## src/rtl/stb_pkg.sv

```systemverilog
// shared types and codes of the software timer bank
`timescale 1ns / 1ps

package stb_pkg;

  localparam int CMD_W     = 2;
  localparam int STATUS_W  = 3;
  localparam int SLOT_ID_W = 4;
  localparam int TIMEOUT_W = 32;
  localparam int NOW_W     = 48;

  typedef logic [CMD_W-1:0]    cmd_t;
  typedef logic [STATUS_W-1:0] status_t;

  // operations
  localparam cmd_t CMD_ADD  = 2'd0;
  localparam cmd_t CMD_DEL  = 2'd1;
  localparam cmd_t CMD_TICK = 2'd2;
  localparam cmd_t CMD_NONE = 2'd3;

  // result codes
  localparam status_t ST_ADDED    = 3'd0;
  localparam status_t ST_FULL     = 3'd1;
  localparam status_t ST_DELETED  = 3'd2;
  localparam status_t ST_NOTFOUND = 3'd3;
  localparam status_t ST_FIRED    = 3'd4;
  localparam status_t ST_DONE     = 3'd5;

endpackage

```

## src/rtl/software_timer_bank.sv

```systemverilog
// top level of the software timer bank
//
// usage
//   input channel (in_valid / in_stall) carries one command per transaction:
//   add a timer, delete a timer, or tick with the current time.
//   output channel (out_valid / out_stall) returns the results: one for add
//   and delete, one per fired slot plus a closing tick-done result for tick.
//   last marks the final result of a command.
// timing
//   one command is worked on at a time. add scans the valid bits one slot per
//   cycle. tick streams the slot entries out of the entry ram, one slot per
//   cycle while no fired result is stalled; the ram read is registered, and
//   the closing tick-done result follows the scan.
//   a new command is taken as soon as the bank is idle, even while the last
//   result still sits in the output register.
// reset
//   rst clears all valid bits and the control state; the entry ram is not
//   cleared, a slot's entry only counts once an add has set its valid bit.
// stall
//   a stalled result holds; the scan pauses until the output register frees.
`timescale 1ns / 1ps

module software_timer_bank #(
  parameter int SLOTS      = 16,
  parameter int TIME_WIDTH = 48
) (
  input  logic                            clk,
  input  logic                            rst,
  input  logic                            in_valid,
  output logic                            in_stall,
  input  logic [stb_pkg::CMD_W-1:0]       cmd,
  input  logic [stb_pkg::NOW_W-1:0]       now_ms,
  input  logic [stb_pkg::TIMEOUT_W-1:0]   timeout_ms,
  input  logic                            periodic,
  input  logic [stb_pkg::SLOT_ID_W-1:0]   slot_id,
  output logic                            out_valid,
  input  logic                            out_stall,
  output logic [stb_pkg::STATUS_W-1:0]    status,
  output logic [stb_pkg::SLOT_ID_W-1:0]   slot_out,
  output logic                            last
);

  localparam int SLOT_W  = (SLOTS > 1) ? $clog2(SLOTS) : 1;
  localparam int CNT_W   = SLOT_W + 1;
  localparam int TMO_W   = stb_pkg::TIMEOUT_W;
  localparam int CMP_W   = (TIME_WIDTH > TMO_W) ? TIME_WIDTH : TMO_W;
  // entry word: {periodic, timeout, begin time}
  localparam int ENTRY_W = 1 + TMO_W + TIME_WIDTH;

  localparam logic [2:0] S_IDLE = 3'd0;
  localparam logic [2:0] S_ADD  = 3'd1;
  localparam logic [2:0] S_DEL  = 3'd2;
  localparam logic [2:0] S_TICK = 3'd3;
  localparam logic [2:0] S_DONE = 3'd4;

  // control registers
  logic [2:0]       state, state_next;
  logic [CNT_W-1:0] idx, idx_next;
  logic             pend, pend_next;
  logic [SLOT_W-1:0] pidx, pidx_next;
  logic [SLOTS-1:0] valid;

  // latched command payload
  logic [TIME_WIDTH-1:0]            now_r;
  logic [TMO_W-1:0]                 tmo_r;
  logic                             per_r;
  logic [stb_pkg::SLOT_ID_W-1:0]    id_r;

  // entry ram ports
  logic               ram_we, ram_re;
  logic [SLOT_W-1:0]  ram_waddr, ram_raddr;
  logic [ENTRY_W-1:0] ram_wdata, ram_rdata;

  // valid bit updates
  logic              set_en, clr_en;
  logic [SLOT_W-1:0] set_idx, clr_idx;

  // result emission
  logic                        emit;
  stb_pkg::status_t            emit_status;
  logic [stb_pkg::SLOT_ID_W-1:0] emit_slot;
  logic                        emit_last;
  logic                        can_go;

  // tick compare on the entry just read
  logic                  rd_per;
  logic [TMO_W-1:0]      rd_tmo;
  logic [TIME_WIDTH-1:0] rd_begin;
  logic [TIME_WIDTH-1:0] elapsed;
  logic                  fire;
  logic [SLOT_W-1:0]     cur_idx;
  logic [SLOT_W-1:0]     del_idx;
  logic                  del_hit;

  assign {rd_per, rd_tmo, rd_begin} = ram_rdata;
  assign elapsed = now_r - rd_begin;
  assign fire    = pend && valid[pidx] &&
                   (CMP_W'(elapsed) >= CMP_W'(rd_tmo));
  assign can_go  = !out_valid || !out_stall;
  assign cur_idx = idx[SLOT_W-1:0];
  assign del_idx = SLOT_W'(id_r);
  assign del_hit = (32'(id_r) < 32'(SLOTS)) && valid[del_idx];

  // one command at a time; the output register stays decoupled
  assign in_stall = (state != S_IDLE);

  always_comb begin
    state_next  = state;
    idx_next    = idx;
    pend_next   = pend;
    pidx_next   = pidx;
    ram_we      = 1'b0;
    ram_re      = 1'b0;
    ram_waddr   = pidx;
    ram_raddr   = cur_idx;
    ram_wdata   = {per_r, tmo_r, now_r};
    set_en      = 1'b0;
    clr_en      = 1'b0;
    set_idx     = cur_idx;
    clr_idx     = pidx;
    emit        = 1'b0;
    emit_status = stb_pkg::ST_DONE;
    emit_slot   = '0;
    emit_last   = 1'b1;

    case (state)
      S_IDLE: begin
        if (in_valid) begin
          idx_next  = '0;
          pend_next = 1'b0;
          case (cmd)
            stb_pkg::CMD_ADD:  state_next = S_ADD;
            stb_pkg::CMD_DEL:  state_next = S_DEL;
            stb_pkg::CMD_TICK: state_next = S_TICK;
            default:           state_next = S_IDLE;
          endcase
        end
      end

      // lowest free slot, one valid bit per cycle
      S_ADD: begin
        if (idx == CNT_W'(SLOTS)) begin
          if (can_go) begin
            emit        = 1'b1;
            emit_status = stb_pkg::ST_FULL;
            state_next  = S_IDLE;
          end
        end else if (!valid[cur_idx]) begin
          if (can_go) begin
            emit        = 1'b1;
            emit_status = stb_pkg::ST_ADDED;
            emit_slot   = stb_pkg::SLOT_ID_W'(cur_idx);
            ram_we      = 1'b1;
            ram_waddr   = cur_idx;
            set_en      = 1'b1;
            state_next  = S_IDLE;
          end
        end else begin
          idx_next = idx + CNT_W'(1);
        end
      end

      S_DEL: begin
        if (can_go) begin
          emit       = 1'b1;
          emit_slot  = id_r;
          state_next = S_IDLE;
          if (del_hit) begin
            emit_status = stb_pkg::ST_DELETED;
            clr_en      = 1'b1;
            clr_idx     = del_idx;
          end else begin
            emit_status = stb_pkg::ST_NOTFOUND;
          end
        end
      end

      // read slot idx while slot pidx is checked and written back
      S_TICK: begin
        if (!(fire && !can_go)) begin
          if (fire) begin
            emit        = 1'b1;
            emit_status = stb_pkg::ST_FIRED;
            emit_slot   = stb_pkg::SLOT_ID_W'(pidx);
            emit_last   = 1'b0;
            ram_we      = 1'b1;
            ram_wdata   = {rd_per, rd_tmo, now_r};
            clr_en      = !rd_per;
          end
          if (idx < CNT_W'(SLOTS)) begin
            ram_re    = 1'b1;
            pend_next = 1'b1;
            pidx_next = cur_idx;
            idx_next  = idx + CNT_W'(1);
          end else begin
            pend_next  = 1'b0;
            state_next = S_DONE;
          end
        end
      end

      S_DONE: begin
        if (can_go) begin
          emit       = 1'b1;
          state_next = S_IDLE;
        end
      end

      default: state_next = S_IDLE;
    endcase
  end

  always_ff @(posedge clk) begin
    if (rst) begin
      state     <= S_IDLE;
      idx       <= '0;
      pend      <= 1'b0;
      pidx      <= '0;
      valid     <= '0;
      out_valid <= 1'b0;
    end else begin
      state <= state_next;
      idx   <= idx_next;
      pend  <= pend_next;
      pidx  <= pidx_next;
      if (set_en) begin
        valid[set_idx] <= 1'b1;
      end
      if (clr_en) begin
        valid[clr_idx] <= 1'b0;
      end
      if (emit) begin
        out_valid <= 1'b1;
      end else if (!out_stall) begin
        out_valid <= 1'b0;
      end
    end
  end

  // payload registers
  always_ff @(posedge clk) begin
    if (in_valid && !in_stall) begin
      now_r <= TIME_WIDTH'(now_ms);
      tmo_r <= timeout_ms;
      per_r <= periodic;
      id_r  <= slot_id;
    end
    if (emit) begin
      status   <= emit_status;
      slot_out <= emit_slot;
      last     <= emit_last;
    end
  end

  stb_ram #(
    .WIDTH (ENTRY_W),
    .DEPTH (SLOTS)
  ) u_entry_ram (
    .clk   (clk),
    .we    (ram_we),
    .waddr (ram_waddr),
    .wdata (ram_wdata),
    .re    (ram_re),
    .raddr (ram_raddr),
    .rdata (ram_rdata)
  );

`ifndef SYNTHESIS
  // a real command leaves idle on the next cycle
  a_cmd_starts: assert property (@(posedge clk) disable iff (rst)
    (in_valid && !in_stall && cmd != stb_pkg::CMD_NONE) |=> (state != S_IDLE))
    else $error("accepted command did not start");

  // pending read data only exists inside a tick scan
  a_pend_in_tick: assert property (@(posedge clk) disable iff (rst)
    pend |-> (state == S_TICK))
    else $error("pending entry outside tick");

  // write back never collides with the read of the same entry
  a_no_collision: assert property (@(posedge clk) disable iff (rst)
    (ram_we && ram_re) |-> (ram_waddr != ram_raddr))
    else $error("ram read and write to the same entry");

  // a fired one-shot slot is free afterwards
  a_oneshot_freed: assert property (@(posedge clk) disable iff (rst)
    (state == S_TICK && fire && can_go && !rd_per) |=> !valid[$past(pidx)])
    else $error("one-shot slot still valid after firing");
`endif

endmodule

```

## src/rtl/stb_ram.sv

```systemverilog
// generic simple dual port ram with registered read
`timescale 1ns / 1ps

module stb_ram #(
  parameter int WIDTH = 8,
  parameter int DEPTH = 16,
  localparam int AW = (DEPTH > 1) ? $clog2(DEPTH) : 1
) (
  input  logic             clk,
  input  logic             we,
  input  logic [AW-1:0]    waddr,
  input  logic [WIDTH-1:0] wdata,
  input  logic             re,
  input  logic [AW-1:0]    raddr,
  output logic [WIDTH-1:0] rdata
);

  logic [WIDTH-1:0] mem [DEPTH];

  always_ff @(posedge clk) begin
    if (we) begin
      mem[waddr] <= wdata;
    end
    // read data holds while no read is issued
    if (re) begin
      rdata <= mem[raddr];
    end
  end

endmodule
```

## config.mk

```make
export PLATFORM = sky130hd
export DESIGN_NAME = software_timer_bank
export DESIGN_NICKNAME = d
export VERILOG_FILES = /design/src/rtl/stb_pkg.sv /design/src/rtl/software_timer_bank.sv /design/src/rtl/stb_ram.sv
export SDC_FILE = /design/constraint.sdc
export NUM_CORES = 2
export LEC_CHECK = 0
export ABC_CLOCK_PERIOD_IN_PS = 22700
export BUFFER_PORTS_ARGS = -buffer_cell sky130_fd_sc_hd__buf_2
export CAP_MARGIN = 10
export CORE_MARGIN = 1.5
export CORE_UTILIZATION = 40
export DETAILED_ROUTE_END_ITERATION = 7
export GPL_TIMING_DRIVEN = 1
export MAX_ROUTING_LAYER = met4
export SLEW_MARGIN = 20
export SYNTH_ARGS = -nofsm -noshare
export SYNTH_HDL_FRONTEND = slang
export SYNTH_SLANG_ARGS = --single-unit
export TNS_END_PERCENT = 5
```

## constraint.sdc

```tcl
create_clock -name clk -period 22.7 [get_ports clk]
set_input_delay 1.135 -clock clk [delete_from_list [all_inputs] [get_ports clk]]
set_output_delay 1.135 -clock clk [all_outputs]
set_load 0.03 [all_outputs]
```

==> summary.md <==
| Metric | Value |
|---|---|
| Setup TNS Final | 0 ns |
| DR vias | 29.2k |
| Vias in the first global route | 30.0k |
| Initial antenna violation count | 5 |
| Chip height | 392 µm |
| Top-Level Pins | 101 |
| Max VDD drop | 0.0581 mV |
| Detail Route Antenna Nets | 0 |
| CP max stage cell | buf_4 |
| Clk_skew | 0.0237 ns |
| Max Buffers Root-to-Sink | 3 |
| CTS Buf Count | 154 |
| Clk slew on worst S/H paths | 0.06 ns |
| Mapped Cells | 2910 |
| Final wirelength | 140000 µm |
| CP Data Arrival Time | 8.68 ns |
| Crit. path cell count | 22 |
| Post-synthesis register bit count | 1500 |
| R2R Setup Slk | 14.41 ns |
| Die area | 0.154 mm² |
| CTS tree | yes |
| Share of cells above drive strength 1 | 0.265 |
| GP Congestion | 0.890 |
| Max_slew headroom | 0.283 |
| CORE AREA | 0.150 mm² |
| Root Buffer | clkbuf_16 |
| Primary FF master, synth | edfxtp_1 |
| Post-synth ARST share | 0 |
| RSZ-0062 raised after global routing | no |
| Reg2reg start | now_r[11] |
| Number of synthesized flops with an enable pin | 1470 |
| CP Capture Type | register |
| Overall routing resource usage | 0.191 |
| Worst path cell trace | ha_1, and4_1, o2111ai_1, a21o_1, a211oi_2, or2_2, nor2_1, o21a_1, xnor2_1, ha_1, nand4_1, nor3_1, o211ai_1, a31oi_1, a2111oi_2, o2111a_1, nand4_1, or3_1, nand4_1, a21oi_4, buf_4, buf_4 |
| # port buffers | 100 |
| Syn Std Cell Area | 0.0605 mm² |
| Starting Density | 0.404 |
| Resize count post-CTS | 0 |
| H-tree depth | 4 |
| Cts hold-fix bufs | 0 |
| WP data required | 23.09 ns |
| Fmax | 121 MHz |
| CP bufs+invs | 2 |
| Max Cap Violations | 0 |
| Power Density | 83.5 mW/mm² |
| DP Wirelength | 81300 µm |
| Transition time of the tightest slew-check pin | 1.08 ns |
| GR Overflow Total | 0 |
| Cell mode on critical path | nand4_1 |
| Worst path top cell family by delay | compound AO/OA/AOI/OAI gates |
| First-pass GRT wire length | 206000 µm |
| Fraction of the yosys area taken by sequential cells | 0.739 |
| Final hold vios | 0 |
| Most common cell after layout, fill and taps aside | edfxtp_1 |
| Syn nets | 3087 |
| Clock sink count | 1500 |
| Die Width | 392 µm |
| DR pass1 iterations | 5 |
| Setup slack at placement | 14.44 ns |
| Post-route cell area | 0.0684 mm² |
| Row cnt | 142 |
| Worst Hold Depth | 1 |
| Final #Nets | 3269 |
| Final setup margin | 14.41 ns |
| Vias/cell | 5.59 |
| Hold Path Sink | now_r[45] |
| Synth warn | 0 |
| Worst setup SP type | register |
| Initial DRC count | 3198 |
| Max Slew Vio Count | 0 |
| Area growth syn-to-layout | 13.1% |
| Mean post-synth cell area | 20.8 µm² |
| Clock latency on the worst-skew pair | 0.78 ns |
| CP max stage delay | 0.83 ns |
| Post-DP Area | 0.0636 mm² |
| Routed len/inst | 26.8 µm |
| Pin count of the biggest net entering global routing | 135 |
| Final worst-path cycle share | 0.365 |
| Min-delay src | now_ms[45] |
| Setup Viol. Count Final | 0 |
| Remaining design rule violation count | 0 |
| Setup bufs post-CTS | 0 |
| Post-synthesis cell type count | 82 |
| Crit Path Category | register to register |
| Max FO, Critical Path | 45 |
| Final Critical Period | 8.29 ns |
| Leakage power | 0.0214 µW |
| Most frequent cells in the layout | edfxtp_1 (1470), mux4_2 (419), clkbuf_16 (159) |
| FF-to-FF End | u_entry_ram.mem[9][53] |
| Reg2reg path depth | 22 |
| Outcome | finished clean |
| HP Class | input pin to register |
[logic make-up after synthesis]
group	after synthesis	synth area share
simple gates	280	0.0226
xor+xnor	36	0.00521
flops	1500	0.739
compound gates	311	0.0340
buf+inv	233	0.0159
fa+ha+maj	86	0.0179
mux	464	0.165
[synth_stat cells, drive strengths merged (24+ instances only)]
cell	number	area, µm²
o21ai	53	265
dfxtp	30	601
a21oi	106	546
a31oi	24	150
nor2	67	251
nand4	27	175
buf	45	243
edfxtp	1470	44100
ha	85	1060
inv	102	395
clkbuf	85	320
mux2	36	480
nand2	87	327
mux4	419	9440
[flip-flops by register name, indices dropped and copies added, names as in the netlist, 4 cells and up]
name and count:
valid 16, del_idx 4, u_entry_ram.rdata 81, slot_out 4
tmo_r 32, pidx 4, now_r 48, u_entry_ram.mem 1296
idx 5
[layout make-up]
type,count,area (µm²)
Clock inverter,78,623
Antenna cell,4,10.0
Sequential cell,1500,44800
Clock buffer,197,4130
Fill cell,12617,81500
Timing Repair Buffer,156,953
Inverter,103,399
Multi-Input combinational cell,1177,15000
Tap cell,2016,2520
[worst max path at each step]
stage / startpoint / end / slack (ns)
CTS: now_r[11] / u_entry_ram.mem[9][59] / 14.42
global route: now_r[20] / u_entry_ram.mem[9][51] / 13.94
finish: now_r[11] / u_entry_ram.mem[9][53] / 14.41
floorplan: now_r[0] / u_entry_ram.mem[3][0] / 9.49
global placement: now_r[0] / u_entry_ram.mem[9][51] / 14.58
detailed placement: now_r[11] / u_entry_ram.mem[9][51] / 14.44
[per-stage QoR]
| step | instances | power [µW] | utilization | hold WS (ns) |
|---|---|---|---|---|
| CTS | 5226 | 5770 | 0.456 | 0.460 |
| floorplan | 2910 | 3300 | - | 0.472 |
| finish | 5231 | 5720 | 0.456 | 0.531 |
| global route | 5230 | 5890 | 0.456 | 0.487 |
| global placement | 4951 | 3370 | 0.424 | 0.517 |
| detailed placement | 4951 | 3370 | 0.424 | 0.524 |
[per-layer routing]
metal,part of all wire,track usage
met1,0.44,0.260
met2,0.48,0.294
met3,0.062,0.0366
met4,0.021,0.0531
met5,0,-
[power breakdown]
| group | leakage, µW | switching, µW | internal, µW | total [µW] |
|---|---|---|---|---|
| clock | 0.00230 | 1030 | 1380 | 2400 |
| sequential | 0.0135 | 31.2 | 3060 | 3090 |
| combinational | 0.00559 | 120 | 99.7 | 220 |
(Power assumes the default switching activity.)
